**src/hdl/cgs_pkg.sv**
```systemverilog
// cgs_pkg: shared types and constants for the six-phase crawl gait sequencer
// holds beat layouts, configuration set, phase codes and register indexes
// no dependencies
package cgs_pkg;

    localparam int LEN_W     = 16;
    localparam int PAUSE_W   = 11;
    localparam int SMIN_W    = 12;
    localparam int SMAX_W    = 13;
    localparam int STOL_W    = 11;
    localparam int TOUCH_W   = 12;
    localparam int CFG_IDX_W = 3;
    localparam int CFG_DW    = 16;
    localparam int VERT_IN   = 4;

    localparam logic [TOUCH_W-1:0] TOUCH_MAX = '1;

    localparam logic [LEN_W-1:0]   RST_PRISM_MAX = 16'd5120;
    localparam logic [LEN_W-1:0]   RST_PRISM_MIN = 16'd1280;
    localparam logic [LEN_W-1:0]   RST_STEP      = 16'd256;
    localparam logic [PAUSE_W-1:0] RST_PAUSE     = 11'd500;
    localparam logic [SMIN_W-1:0]  RST_SMIN      = 12'd1280;
    localparam logic [SMAX_W-1:0]  RST_SMAX      = 13'd2560;
    localparam logic [STOL_W-1:0]  RST_STOL      = 11'd256;

    typedef enum logic [2:0] {
        PH_EXPAND_BOTTOM  = 3'd0,
        PH_RETRACT_TOP    = 3'd1,
        PH_PUSH_TOP       = 3'd2,
        PH_EXPAND_TOP     = 3'd3,
        PH_RETRACT_BOTTOM = 3'd4,
        PH_PULL_BOTTOM    = 3'd5
    } phase_t;

    typedef enum logic [CFG_IDX_W-1:0] {
        CFG_PRISM_MAX  = 3'd0,
        CFG_PRISM_MIN  = 3'd1,
        CFG_STEP       = 3'd2,
        CFG_PAUSE      = 3'd3,
        CFG_STRING_MIN = 3'd4,
        CFG_STRING_MAX = 3'd5,
        CFG_STRING_TOL = 3'd6
    } cfg_idx_t;

    typedef struct packed {
        logic [LEN_W-1:0]   prism_max_len;
        logic [LEN_W-1:0]   prism_min_len;
        logic [LEN_W-1:0]   step_distance;
        logic [PAUSE_W-1:0] pause_limit;
        logic [SMIN_W-1:0]  string_min_goal;
        logic [SMAX_W-1:0]  string_max_goal;
        logic [STOL_W-1:0]  string_tolerance;
    } cfg_t;

    // last member first so the first field lands in the lowest bits
    typedef struct packed {
        logic [LEN_W-1:0] vert_len_3;
        logic [LEN_W-1:0] vert_len_2;
        logic [LEN_W-1:0] vert_len_1;
        logic [LEN_W-1:0] vert_len_0;
        logic             top_touch;
        logic             bottom_touch;
        logic [LEN_W-1:0] top_prism_len;
        logic [LEN_W-1:0] bottom_prism_len;
    } in_item_t;

    typedef struct packed {
        logic             phase_done;
        logic [LEN_W-1:0] vert_goal;
        logic [LEN_W-1:0] saddle_goal;
        logic             strings_active;
        logic [LEN_W-1:0] prism_cmd_len;
        logic             prism_is_top;
        logic             prism_cmd_valid;
        logic [2:0]       phase_now;
    } res_t;

    localparam int IN_BITS   = $bits(in_item_t);
    localparam int IN_BYTES  = (IN_BITS + 7) / 8;
    localparam int OUT_BITS  = $bits(res_t);
    localparam int OUT_BYTES = (OUT_BITS + 7) / 8;

endpackage

```
**src/hdl/six_phase_crawl_gait_sequencer_unit.sv**
```systemverilog
// six_phase_crawl_gait_sequencer_unit: top level of the crawl gait sequencer
// input register, configuration registers, cgs_step and result register
// depends on cgs_pkg and cgs_step
//
//   channel  dir  handshake          payload
//   s_       in   s_tvalid/s_tready  s_tdata  one sensor tick
//   m_       out  m_tvalid/m_tready  m_tdata  one gait command
//   cfg_     in   cfg_we             cfg_addr, cfg_wdata
//
// one beat per cycle sustained while m_tready stays high; an input beat passes the input register,
// then the gait logic into the result register
// reset is synchronous, active low; it clears phase, touch count and both valid flags and loads the
// configuration defaults; a stalled result holds the result register; the input register still takes
// a beat while the result register is full, then s_tready drops
module six_phase_crawl_gait_sequencer_unit #(
    parameter int NUM_VERT   = 4,
    parameter int ARRIVE_TOL = 26
) (
    input  logic                               aclk,
    input  logic                               aresetn,
    input  logic                               s_tvalid,
    output logic                               s_tready,
    // bottom_prism_len, top_prism_len, bottom_touch, top_touch, vert_len_0..3
    input  logic [8*cgs_pkg::IN_BYTES-1:0]     s_tdata,
    output logic                               m_tvalid,
    input  logic                               m_tready,
    // phase_now, prism_cmd_valid, prism_is_top, prism_cmd_len, strings_active,
    // saddle_goal, vert_goal, phase_done
    output logic [8*cgs_pkg::OUT_BYTES-1:0]    m_tdata,
    input  logic                               cfg_we,
    input  logic [cgs_pkg::CFG_IDX_W-1:0]      cfg_addr,
    input  logic [cgs_pkg::CFG_DW-1:0]         cfg_wdata
);

    logic              s1_valid_reg, s1_valid_next;
    cgs_pkg::in_item_t s1_item_reg;
    logic              m_valid_reg, m_valid_next;
    cgs_pkg::res_t     m_res_reg;
    cgs_pkg::res_t     step_res;
    cgs_pkg::cfg_t     cfg_reg;
    logic              out_free, s1_adv, s_acc;

    assign out_free = !m_valid_reg || m_tready;
    assign s1_adv   = s1_valid_reg && out_free;
    assign s_tready = !s1_valid_reg || out_free;
    assign s_acc    = s_tvalid && s_tready;

    assign s1_valid_next = s_acc || (s1_valid_reg && !out_free);
    assign m_valid_next  = s1_adv || (m_valid_reg && !m_tready);

    always_ff @(posedge aclk) begin
        if (!aresetn) begin
            s1_valid_reg <= 1'b0;
            m_valid_reg  <= 1'b0;
        end else begin
            s1_valid_reg <= s1_valid_next;
            m_valid_reg  <= m_valid_next;
        end
    end

    always_ff @(posedge aclk) begin
        if (s_acc) begin
            s1_item_reg <= cgs_pkg::in_item_t'(s_tdata[cgs_pkg::IN_BITS-1:0]);
        end
        if (s1_adv) begin
            m_res_reg <= step_res;
        end
    end

    always_ff @(posedge aclk) begin
        if (!aresetn) begin
            cfg_reg.prism_max_len    <= cgs_pkg::RST_PRISM_MAX;
            cfg_reg.prism_min_len    <= cgs_pkg::RST_PRISM_MIN;
            cfg_reg.step_distance    <= cgs_pkg::RST_STEP;
            cfg_reg.pause_limit      <= cgs_pkg::RST_PAUSE;
            cfg_reg.string_min_goal  <= cgs_pkg::RST_SMIN;
            cfg_reg.string_max_goal  <= cgs_pkg::RST_SMAX;
            cfg_reg.string_tolerance <= cgs_pkg::RST_STOL;
        end else if (cfg_we) begin
            case (cgs_pkg::cfg_idx_t'(cfg_addr))
                cgs_pkg::CFG_PRISM_MAX: begin
                    cfg_reg.prism_max_len <= cfg_wdata;
                end
                cgs_pkg::CFG_PRISM_MIN: begin
                    cfg_reg.prism_min_len <= cfg_wdata;
                end
                cgs_pkg::CFG_STEP: begin
                    cfg_reg.step_distance <= cfg_wdata;
                end
                cgs_pkg::CFG_PAUSE: begin
                    cfg_reg.pause_limit <= cfg_wdata[cgs_pkg::PAUSE_W-1:0];
                end
                cgs_pkg::CFG_STRING_MIN: begin
                    cfg_reg.string_min_goal <= cfg_wdata[cgs_pkg::SMIN_W-1:0];
                end
                cgs_pkg::CFG_STRING_MAX: begin
                    cfg_reg.string_max_goal <= cfg_wdata[cgs_pkg::SMAX_W-1:0];
                end
                cgs_pkg::CFG_STRING_TOL: begin
                    cfg_reg.string_tolerance <= cfg_wdata[cgs_pkg::STOL_W-1:0];
                end
                default: begin
                    cfg_reg <= cfg_reg;
                end
            endcase
        end
    end

    cgs_step #(
        .NUM_VERT   (NUM_VERT),
        .ARRIVE_TOL (ARRIVE_TOL)
    ) u_step (
        .aclk    (aclk),
        .aresetn (aresetn),
        .adv     (s1_adv),
        .item    (s1_item_reg),
        .cfg     (cfg_reg),
        .res     (step_res)
    );

    assign m_tvalid = m_valid_reg;
    assign m_tdata  = {{(8*cgs_pkg::OUT_BYTES-cgs_pkg::OUT_BITS){1'b0}}, m_res_reg};

    a_in_lands: assert property (@(posedge aclk) disable iff (!aresetn)
        s_acc |=> s1_valid_reg)
        else $error("accepted beat not held in input register");

    a_no_bubble: assert property (@(posedge aclk) disable iff (!aresetn)
        (s1_valid_reg && !m_valid_reg) |-> s1_adv)
        else $error("input register stalled with result register empty");

    a_adv_shows: assert property (@(posedge aclk) disable iff (!aresetn)
        s1_adv |=> m_valid_reg)
        else $error("computed result not presented");

    a_excl_cmd: assert property (@(posedge aclk) disable iff (!aresetn)
        (s1_adv && step_res.strings_active) |-> !step_res.prism_cmd_valid)
        else $error("prism command issued in a string phase");

endmodule

```
**src/hdl/cgs_step.sv**
```systemverilog
// cgs_step: phase and touch counter state with the per-tick gait logic
// computes one result from one beat and the current state
// depends on cgs_pkg
module cgs_step #(
    parameter int NUM_VERT   = 4,
    parameter int ARRIVE_TOL = 26
) (
    input  logic              aclk,
    input  logic              aresetn,
    input  logic              adv,
    input  cgs_pkg::in_item_t item,
    input  cgs_pkg::cfg_t     cfg,
    output cgs_pkg::res_t     res
);

    localparam int NV = (NUM_VERT < cgs_pkg::VERT_IN) ? NUM_VERT : cgs_pkg::VERT_IN;
    localparam logic [cgs_pkg::LEN_W-1:0] TOL = cgs_pkg::LEN_W'(ARRIVE_TOL);

    cgs_pkg::phase_t                 phase_reg, phase_next;
    logic [cgs_pkg::TOUCH_W-1:0]     touch_count_reg, touch_count_next;

    logic                            is_prism;
    logic [cgs_pkg::LEN_W-1:0]       cur, goal, cmd, absd, sgoal, vgoal, vdiff;
    logic                            touch, up, dn, arrive, hit, any_vert;
    logic [cgs_pkg::LEN_W:0]         up_sum;
    logic [cgs_pkg::TOUCH_W-1:0]     tc_inc;
    logic [cgs_pkg::LEN_W-1:0]       vlen [cgs_pkg::VERT_IN];

    // operand selection per phase
    always_comb begin
        is_prism = 1'b0;
        cur      = item.bottom_prism_len;
        goal     = cfg.prism_max_len;
        touch    = 1'b0;
        sgoal    = '0;
        vgoal    = '0;
        case (phase_reg)
            cgs_pkg::PH_EXPAND_BOTTOM: begin
                is_prism = 1'b1;
                touch    = item.bottom_touch;
            end
            cgs_pkg::PH_RETRACT_TOP: begin
                is_prism = 1'b1;
                cur      = item.top_prism_len;
                goal     = cfg.prism_min_len;
                touch    = item.top_touch;
            end
            cgs_pkg::PH_EXPAND_TOP: begin
                is_prism = 1'b1;
                cur      = item.top_prism_len;
                touch    = item.top_touch;
            end
            cgs_pkg::PH_RETRACT_BOTTOM: begin
                is_prism = 1'b1;
                goal     = cfg.prism_min_len;
                touch    = item.bottom_touch;
            end
            cgs_pkg::PH_PUSH_TOP: begin
                sgoal = cgs_pkg::LEN_W'(cfg.string_min_goal);
                vgoal = cgs_pkg::LEN_W'(cfg.string_max_goal);
            end
            cgs_pkg::PH_PULL_BOTTOM: begin
                sgoal = cgs_pkg::LEN_W'(cfg.string_max_goal);
                vgoal = cgs_pkg::LEN_W'(cfg.string_min_goal);
            end
            default: begin
                is_prism = 1'b0;
            end
        endcase
    end

    // prism command and arrival
    assign up     = goal > cur;
    assign dn     = goal < cur;
    assign up_sum = {1'b0, cur} + {1'b0, cfg.step_distance};
    assign absd   = up ? (goal - cur) : (cur - goal);
    assign arrive = absd < TOL;

    always_comb begin
        cmd = cur;
        if (up) begin
            cmd = up_sum[cgs_pkg::LEN_W] ? '1 : up_sum[cgs_pkg::LEN_W-1:0];
        end else if (dn) begin
            cmd = (cfg.step_distance > cur) ? '0 : (cur - cfg.step_distance);
        end
    end

    // shared touch counter
    assign tc_inc = (touch && (touch_count_reg < cgs_pkg::TOUCH_MAX))
                    ? touch_count_reg + 1'b1 : touch_count_reg;
    assign hit    = tc_inc > cgs_pkg::TOUCH_W'(cfg.pause_limit);

    // vertical string arrival
    assign vlen[0] = item.vert_len_0;
    assign vlen[1] = item.vert_len_1;
    assign vlen[2] = item.vert_len_2;
    assign vlen[3] = item.vert_len_3;

    always_comb begin
        any_vert = 1'b0;
        vdiff    = '0;
        for (int i = 0; i < cgs_pkg::VERT_IN; i++) begin
            if (i < NV) begin
                vdiff = (vlen[i] >= vgoal) ? (vlen[i] - vgoal) : (vgoal - vlen[i]);
                if (vdiff < cgs_pkg::LEN_W'(cfg.string_tolerance)) begin
                    any_vert = 1'b1;
                end
            end
        end
    end

    // next state
    always_comb begin
        phase_next       = phase_reg;
        touch_count_next = touch_count_reg;
        if (is_prism) begin
            touch_count_next = hit ? '0 : tc_inc;
        end
        case (phase_reg)
            cgs_pkg::PH_EXPAND_BOTTOM, cgs_pkg::PH_RETRACT_TOP,
            cgs_pkg::PH_EXPAND_TOP: begin
                if (arrive || hit) begin
                    phase_next = cgs_pkg::phase_t'(phase_reg + 3'd1);
                end
            end
            cgs_pkg::PH_RETRACT_BOTTOM: begin
                if (arrive || hit) begin
                    phase_next = cgs_pkg::PH_PULL_BOTTOM;
                end
            end
            cgs_pkg::PH_PUSH_TOP: begin
                if (any_vert) begin
                    phase_next = cgs_pkg::PH_EXPAND_TOP;
                end
            end
            cgs_pkg::PH_PULL_BOTTOM: begin
                if (any_vert) begin
                    phase_next = cgs_pkg::PH_EXPAND_BOTTOM;
                end
            end
            default: begin
                phase_next = cgs_pkg::PH_EXPAND_BOTTOM;
            end
        endcase
    end

    // result fields
    always_comb begin
        res           = '0;
        res.phase_now = phase_reg;
        case (phase_reg)
            cgs_pkg::PH_EXPAND_BOTTOM, cgs_pkg::PH_RETRACT_TOP,
            cgs_pkg::PH_EXPAND_TOP, cgs_pkg::PH_RETRACT_BOTTOM: begin
                res.prism_cmd_valid = up || dn;
                res.prism_is_top    = (phase_reg == cgs_pkg::PH_RETRACT_TOP) ||
                                      (phase_reg == cgs_pkg::PH_EXPAND_TOP);
                res.prism_cmd_len   = cmd;
                res.phase_done      = arrive || hit;
            end
            cgs_pkg::PH_PUSH_TOP, cgs_pkg::PH_PULL_BOTTOM: begin
                res.strings_active = 1'b1;
                res.saddle_goal    = sgoal;
                res.vert_goal      = vgoal;
                res.phase_done     = any_vert;
            end
            default: begin
                res.phase_done = 1'b1;
            end
        endcase
    end

    always_ff @(posedge aclk) begin
        if (!aresetn) begin
            phase_reg       <= cgs_pkg::PH_EXPAND_BOTTOM;
            touch_count_reg <= '0;
        end else if (adv) begin
            phase_reg       <= phase_next;
            touch_count_reg <= touch_count_next;
        end
    end

endmodule

```
**config.mk**
```make
export PLATFORM = sky130hd
export DESIGN_NAME = six_phase_crawl_gait_sequencer_unit
export DESIGN_NICKNAME = d
export VERILOG_FILES = /design/src/hdl/cgs_pkg.sv /design/src/hdl/six_phase_crawl_gait_sequencer_unit.sv /design/src/hdl/cgs_step.sv
export SDC_FILE = /design/constraint.sdc
export NUM_CORES = 1
export LEC_CHECK = 0
export ABC_CLOCK_PERIOD_IN_PS = 7700
export BUFFER_PORTS_ARGS = -buffer_cell sky130_fd_sc_hd__buf_2
export CAP_MARGIN = 20
export CORE_MARGIN = 3
export CORE_UTILIZATION = 61
export CTS_CLUSTER_SIZE = 20
export DETAILED_ROUTE_END_ITERATION = 10
export PLACE_DENSITY = 0.82
export SLEW_MARGIN = 5
export SYNTH_ARGS = -nofsm -noshare
export SYNTH_HDL_FRONTEND = slang
export SYNTH_SLANG_ARGS = --single-unit
export TNS_END_PERCENT = 20
```
**constraint.sdc**
```tcl
create_clock -name aclk -period 7.7 [get_ports aclk]
set_clock_uncertainty 0.1 [all_clocks]
set_input_delay 1.54 -clock aclk [delete_from_list [all_inputs] [get_ports aclk]]
set_output_delay 1.54 -clock aclk [all_outputs]
set_load 0.01 [all_outputs]
```
==> results of run 1 <==
cell families after synthesis:
group / share of synthesized area [%]
AOI/OAI and AO/OA: 22.70
xor gates and xnor gates: 3.767
adders and majority gates: 15.15
buffers and inverters: 6.213
DFF: 33.29
muxes: 2.778
other: 0.01875
and+or+nand+nor: 16.08
path summary, 6_finish.rpt:
kind | start | endpoint | cells past startpoint
hold / removal | cfg_reg[74] | cfg_reg[74] | 2
setup reg to reg | u_step.phase_reg[1] | u_step.phase_reg[0] | 27
hold reg to reg | cfg_reg[74] | cfg_reg[74] | 2
setup / recovery | u_step.phase_reg[1] | u_step.phase_reg[0] | 27
layout make-up:
class / count / share of cell area [%]
inverter: 194 / 3.276
clock inverter: 14 / 0.6587
tap: 435 / 2.449
timing repair buffer: 215 / 5.326
multi-input combinational: 1724 / 54.61
clock buffer: 40 / 3.727
sequential: 259 / 29.95
stage by stage:
stage | cells | util (%) | hold slack, ns
final | 2881 | 69.54 | 0.3661
after global routing | 2881 | 69.54 | 0.3936
after CTS | 2880 | 69.49 | 0.3673
after detailed placement | 2826 | 66.44 | 0.3559
after global placement | 2826 | 66.44 | 0.3497
after floorplan | 2292 | - | 0.3064
metal layers:
metal	up-vias	track usage (%)
li1	8450	-
met1	8487	40.11
met2	917	57.07
met3	216	6.653
met4	10	18.35
met5	-	0
cell usage after synthesis, types with 15 or more instances:
library cell,n
xor2_1,30
nor2_1,96
a31oi_1,35
a21oi_1,138
nand3_1,57
a21boi_0,96
clkbuf_1,82
xnor2_1,56
nor2b_1,25
nand2b_1,16
a21o_1,57
and2_1,15
o21ai_0,88
and3_1,32
dfxtp_1,112
inv_1,194
a22oi_1,17
nand4_1,32
mux2i_1,42
nor3_1,23
edfxtp_1,147
o211ai_1,33
nand2_1,329
ha_1,223
buf_2,18
o21a_1,30
a211oi_1,19
where the power goes:
group | total, W | switching (W) | internal, W
registers | 0.00156 | 0.0000341 | 0.00153
clock network | 0.00142 | 0.000594 | 0.000823
logic | 0.000671 | 0.000407 | 0.000264
total | 0.00365 | 0.00103 | 0.00261
worst max-delay path, delay by kind of cell (launching register included):
family	cells	cell delay [ns]
AOI/OAI and AO/OA	11	2.83
buffers and inverters	5	0.96
and+or+nand+nor	7	1.83
adders and majority gates	3	0.92
DFF	1	0.41
xor gates and xnor gates	1	0.07
what timing repair did:
| action | 4_1_cts | 5_1_grt |
|---|---|---|
| hold buffers | 0 | 0 |
| buffers inserted | 0 | 0 |
| endpoints found under the setup margin | 0 | 3 |
| resized for setup | 0 | 2 |
==> reports/summary.txt, run 1 <==
Met1 wire length - 22940 µm
H-tree level count - 1
Asr flop ratio synth - 0%
Buffers on Ports - 172
Initial Utilization - 62.56%
Final-report max-slew violation count - 0
Antenna Nets Post-Route - 0
I/O Pins - 186
Final setup viols - 0
Worst slew pin tran - 1.012 ns
Dpl ws - 0.3487 ns
Met2 routed WL - 28510 µm
Largest net degree at the start of global routing - 113
GRT Util Overall - 33.59%
Via/cell ratio - 6.276
Yosys cell types - 95
Die ar. - 0.03499 mm²
Die span in y - 187.1 µm
Slew HR - 32.54%
Placer Congestion - 1.029
Clock Tree Buf Depth - 3
Status - finished, final reports clean
Final instance area - 0.02223 mm²
Most common cell after layout, fill and taps aside - nand2_1
CTS Buf Count - 29
CP max FO - 20
Highest metal used - met5
Sink Count - 259
Setup slack after layout - 0.4452 ns
Wire per inst - 21.16 µm
Fin nets - 2786
Worst vdd ir - 0.1869 mV
Syn-to-layout area delta - 11.14%
Setup CP Type - register to register
Most frequent cells in the layout - nand2_1 (329), ha_1 (223), inv_1 (193)
Hpwl dp - 45440 µm
Worst EP required - 8.09 ns
WL met3 - 5395 µm
Tmin final - 7.255 ns
Max Cap Violations - 0
Worst endpoint data arrival time - 7.64 ns
Post-synth EDFFs - 147
Flops & latches, synth - 259
Vias in the first global route - 17440
Worst skew pair latency - 0.59 ns
Core Rows - 65
Mean Syn Cell Area - 8.747 µm²
CORE AREA - 0.03196 mm²
Top cells by area, synth - edfxtp_1 (22%), ha_1 (14%), dfxtp_1 (11%), nand2_1 (6.2%), inv_1 (3.6%)
Power Density - 164.1 mW/mm²
1st-iter DRT viols - 1624
Ys Warns - 0
Fillers - 2576
F_max - 0.1378 GHz
Multi-input gate area - 0.01214 mm²
DP Area - 0.02123 mm²
Static leakage - 9.862 nW
Worst R2R Setup Slack - 0.45 ns
Share of layout cells above drive strength 1 - 12.76%
Register area - 0.006656 mm²
Mapped cell area - 0.02000 mm²
Vias after detailed routing - 18080
Max reg flops - 98
Share of the synthesized area in the top cell type - 22.07%
Worst path max stage delay - 0.49 ns
Final hold vios - 0
Cell taking the most area after synthesis - edfxtp_1
Worst Setup Start Kind - register
HP Class - register to register
Top_reg_cell synth - edfxtp_1
TritonCTS clock tree - built
Register area share after synthesis - 33.29%
Routed Wire Length - 60960 µm
Root Driver - clkbuf_16
Crit end category - register
Diode count - 0
Mapped Cells - 2286
Crit share post-route - 94.22%
Critical path's slowest cell - ha_1
GRT overflow - 0
Remaining routing DRC violations - 0
Setup TNS - 0 ns
DR pass1 iterations - 6
First-pass GRT wire length - 94390 µm
Clk slew on worst S/H paths - 0.06 ns
Initial antenna violation count - 5
Die W - 187.1 µm
Total power draw - 0.003648 W
Note: power is estimated with default switching activity, not from simulation.
==> run 2, diff against run 1 <==
--- a/config.mk
+++ b/config.mk
@@ -5,14 +5,14 @@
 export SDC_FILE = /design/constraint.sdc
 export NUM_CORES = 1
 export LEC_CHECK = 0
+export ABC_AREA = 1
 export ABC_CLOCK_PERIOD_IN_PS = 7700
 export BUFFER_PORTS_ARGS = -buffer_cell sky130_fd_sc_hd__buf_2
 export CAP_MARGIN = 20
-export CORE_MARGIN = 3
-export CORE_UTILIZATION = 61
+export CORE_UTILIZATION = 62
 export CTS_CLUSTER_SIZE = 20
 export DETAILED_ROUTE_END_ITERATION = 10
-export PLACE_DENSITY = 0.82
+export PLACE_DENSITY = 0.83
 export SLEW_MARGIN = 5
 export SYNTH_ARGS = -nofsm -noshare
 export SYNTH_HDL_FRONTEND = slang
==> run 2 against run 1 <==
Against the previous run: design area grew 4.7%; combinational power grew 94%; wire length grew 4.3%; sequential share of layout area shrank 1.4 points; largest cell class unchanged; clock-buffer cell count shrank 3; critical path type unchanged; sequential cell count is the same; non-clock buffer count shrank 5.
==> reports/summary.txt, run 2 <==
Cell taking the most area after synthesis - edfxtp_1
Worst R2R Setup Slack - 1.48 ns (+1.03 ns)
Post-synth top cells - nand2_1 (857), inv_1 (539), a21oi_1 (232), ha_1 (223), o21ai_0 (194)
Final-report max-slew violation count - 0 (unchanged)
Share of the synthesized area in the top cell type - 21.02% (-1.1 points)
Slew HR - 35.08% (+2.5 points)
Clk slew on worst S/H paths - 0.06 ns (about the same)
CTS Buf Count - 30 (+3.4%)
Post-CTS Setup Bufs - 0 (unchanged)
Worst Setup Start Kind - register
Setup TNS - 0 ns (unchanged)
Simple-gate share of the synthesized area - 24.66% (+8.6 points)
Worst endpoint data arrival time - 6.59 ns (-1.05 ns)
Mean Syn Cell Area - 6.948 µm² (-21%)
Critical path buffer and inverter count - 6 (+1)
Remaining routing DRC violations - 0 (unchanged)
Initial Utilization - 62.80% (+0.23 points)
Worst skew pair latency - 0.62 ns (+0.03 ns)
Die span in y - 186.1 µm (-0.53%)
Initial antenna violation count - 2 (-3)
Total power draw - 0.004236 W (+16%)
RSZ-0062 raised after global routing - false
Power Density - 182.0 mW/mm² (+11%)
Max reg flops - 98 (unchanged)
Tmin final - 6.223 ns (-1.032 ns)
Adder-Cell Fraction of Synth Area - 14.43% (-0.73 points)
TritonCTS clock tree - built
Count leader, synth - nand2_1
Share of layout cells above drive strength 1 - 9.063% (-3.7 points)
Die ar. - 0.03462 mm² (-1.1%)
GRT overflow - 0 (unchanged)
Vias after detailed routing - 20557 (+14%)
Die W - 186.1 µm (-0.53%)
First-pass GRT wire length - 96980 µm (+2.7%)
Hpwl dp - 49490 µm (+8.9%)
Crit end category - register
Sink Count - 259 (unchanged)
Root Driver - clkbuf_16
Routed Wire Length - 63570 µm (+4.3%)
Ys Warns - 0 (unchanged)
Mapped Cells - 3023 (+32%)
Yosys cell types - 50 (-47%)
Clock Tree Buf Depth - 3 (unchanged)
Core Rows - 67 (+3.1%)
I/O Pins - 186 (unchanged)
Via/cell ratio - 5.615 (-11%)
Placer Congestion - 1.008 (-2.1%)
Top cells by area, synth - edfxtp_1 (21%), nand2_1 (15%), ha_1 (13%), dfxtp_1 (11%), inv_1 (9.6%)
Buffers on Ports - 172 (unchanged)
Final hold vios - 0 (unchanged)
Wire per inst - 17.36 µm (-18%)
Critical path's slowest cell - nand2_1
Worst slew pin tran - 0.9636 ns (-0.04841 ns)
Hold Buf Count CTS - 0 (unchanged)
Largest family of logic cells by synthesized area - simple AND/OR/NAND/NOR gates
Static leakage - 11.99 nW (+22%)
H-tree level count - 1 (unchanged)
F_max - 0.1607 GHz (+17%)
GRT Util Overall - 36.34% (+2.8 points)
Setup CP Type - register to register
Critical path's most frequent cell - nand2_1
Status - finished, final reports clean
1st-iter DRT viols - 1841 (+13%)
Vias in the first global route - 18743 (+7.5%)
DR pass1 iterations - 6 (unchanged)
CORE AREA - 0.03345 mm² (+4.7%)
Worst path max stage delay - 0.51 ns (+0.02 ns)
Worst vdd ir - 0.1985 mV (+6.2%)
Post-synthesis mux area share - 0.1966% (-2.6 points)
Register area share after synthesis - 31.69% (-1.6 points)
Complex-gate fraction of the synthesized area - 14.00% (-8.7 points)
Asr flop ratio synth - 0% (unchanged)
Most common cell after layout, fill and taps aside - nand2_1
Antenna Nets Post-Route - 0 (unchanged)
Post-synth EDFFs - 147 (unchanged)
Max Cap Violations - 0 (unchanged)
Worst EP required - 8.07 ns (-0.02 ns)
Flops & latches, synth - 259 (unchanged)
Final setup viols - 0 (unchanged)
Syn-to-layout area delta - 10.84%
Most frequent cells in the layout - nand2_1 (857), inv_1 (537), a21oi_1 (232)
Crit share post-route - 80.82% (-13 points)
HP Class - register to register
Post-CTS sizing - 0 (unchanged)
Xor and xnor area share after synthesis - 3.419% (-0.35 points)
Top_reg_cell synth - edfxtp_1
Largest net degree at the start of global routing - 92 (-19%)
Mapped cell area - 0.02100 mm² (+5.0%)
Fin nets - 3550 (+27%)
CP max FO - 16 (-20%)
CP delay by family, top - simple AND/OR/NAND/NOR gates
## run 2: cell types whose count changed in the layout (fill, tap and decap cells not counted), moves of 34 or more
cell / delta
a21oi_1: +94
mux2i_1: -38
inv_1: +344
a21o_1: -52
xnor2_1: -34
a21boi_0: -89
nand2_1: +528
nor2_1: +98
o21ai_0: +106
nand3_1: +86
## run 2: final timing paths
path	from	endpoint	depth (start not counted)
max reg2reg	u_step.phase_reg[0]	u_step.phase_reg[0]	31
min	cfg_reg[69]	cfg_reg[69]	2
min reg2reg	cfg_reg[69]	cfg_reg[69]	2
max	u_step.phase_reg[0]	u_step.phase_reg[0]	31
## run 2: worst min-delay path, stage by stage (launching register included)
cell and delay [ns]:
dfxtp_1 0.30, inv_1 0.06, a21oi_1 0.05
## run 2: area by class of cell
| cell class | count | area (µm²) |
|---|---|---|
| multi-input cells | 2142 | 11940 |
| fillers | 2873 | 10170 |
| flip-flops and latches | 259 | 6656 |
| inverters | 544 | 2044 |
| repair buffers | 210 | 1159 |
| clock buffers | 37 | 777.0 |
| well taps | 448 | 560.5 |
| clock inverters | 19 | 142.6 |
| diodes | 2 | 5.005 |
## run 2: cell families after synthesis
kind of cell / Yosys count
compound gates: 541
buf+inv: 628
simple gates: 1273
mux: 4
other cells: 1
flops: 259
xor+xnor: 82
fa+ha+maj: 235
## run 2: through the flow
| step | std cells | setup slack (ns) | instance area [µm²] | utilization (%) | hold slack, ns |
|---|---|---|---|---|---|
| 3_3_place_gp | 3602 | 1.848 | 22340 | 66.78 | 0.3325 |
| 2_1_floorplan | 3029 | 2.422 | 21030 | - | 0.3236 |
| 4_1_cts | 3658 | 1.607 | 23250 | 69.52 | 0.3577 |
| 5_1_grt | 3659 | 0.9434 | 23270 | 69.58 | 0.3729 |
| 3_5_place_dp | 3602 | 1.649 | 22340 | 66.78 | 0.3471 |
| 6_report | 3661 | 1.477 | 23280 | 69.60 | 0.3567 |
## run 2: layer usage
| layer | global-route usage [%] | routed length, µm | part of all wire (%) |
|---|---|---|---|
| met1 | 49.98 | 28220 | 44 |
| met2 | 55.27 | 26940 | 42 |
| met3 | 7.826 | 5966 | 9.4 |
| met4 | 14.49 | 2443 | 3.8 |
| met5 | 0 | 0 | 0 |
## run 2: power by group
group	internal [W]	switching, W	leakage (nW)
registers	0.00155	0.0000341	2.33
clock network	0.000727	0.000629	0.449
logic	0.000434	0.000864	9.20
total	0.00271	0.00153	12.0
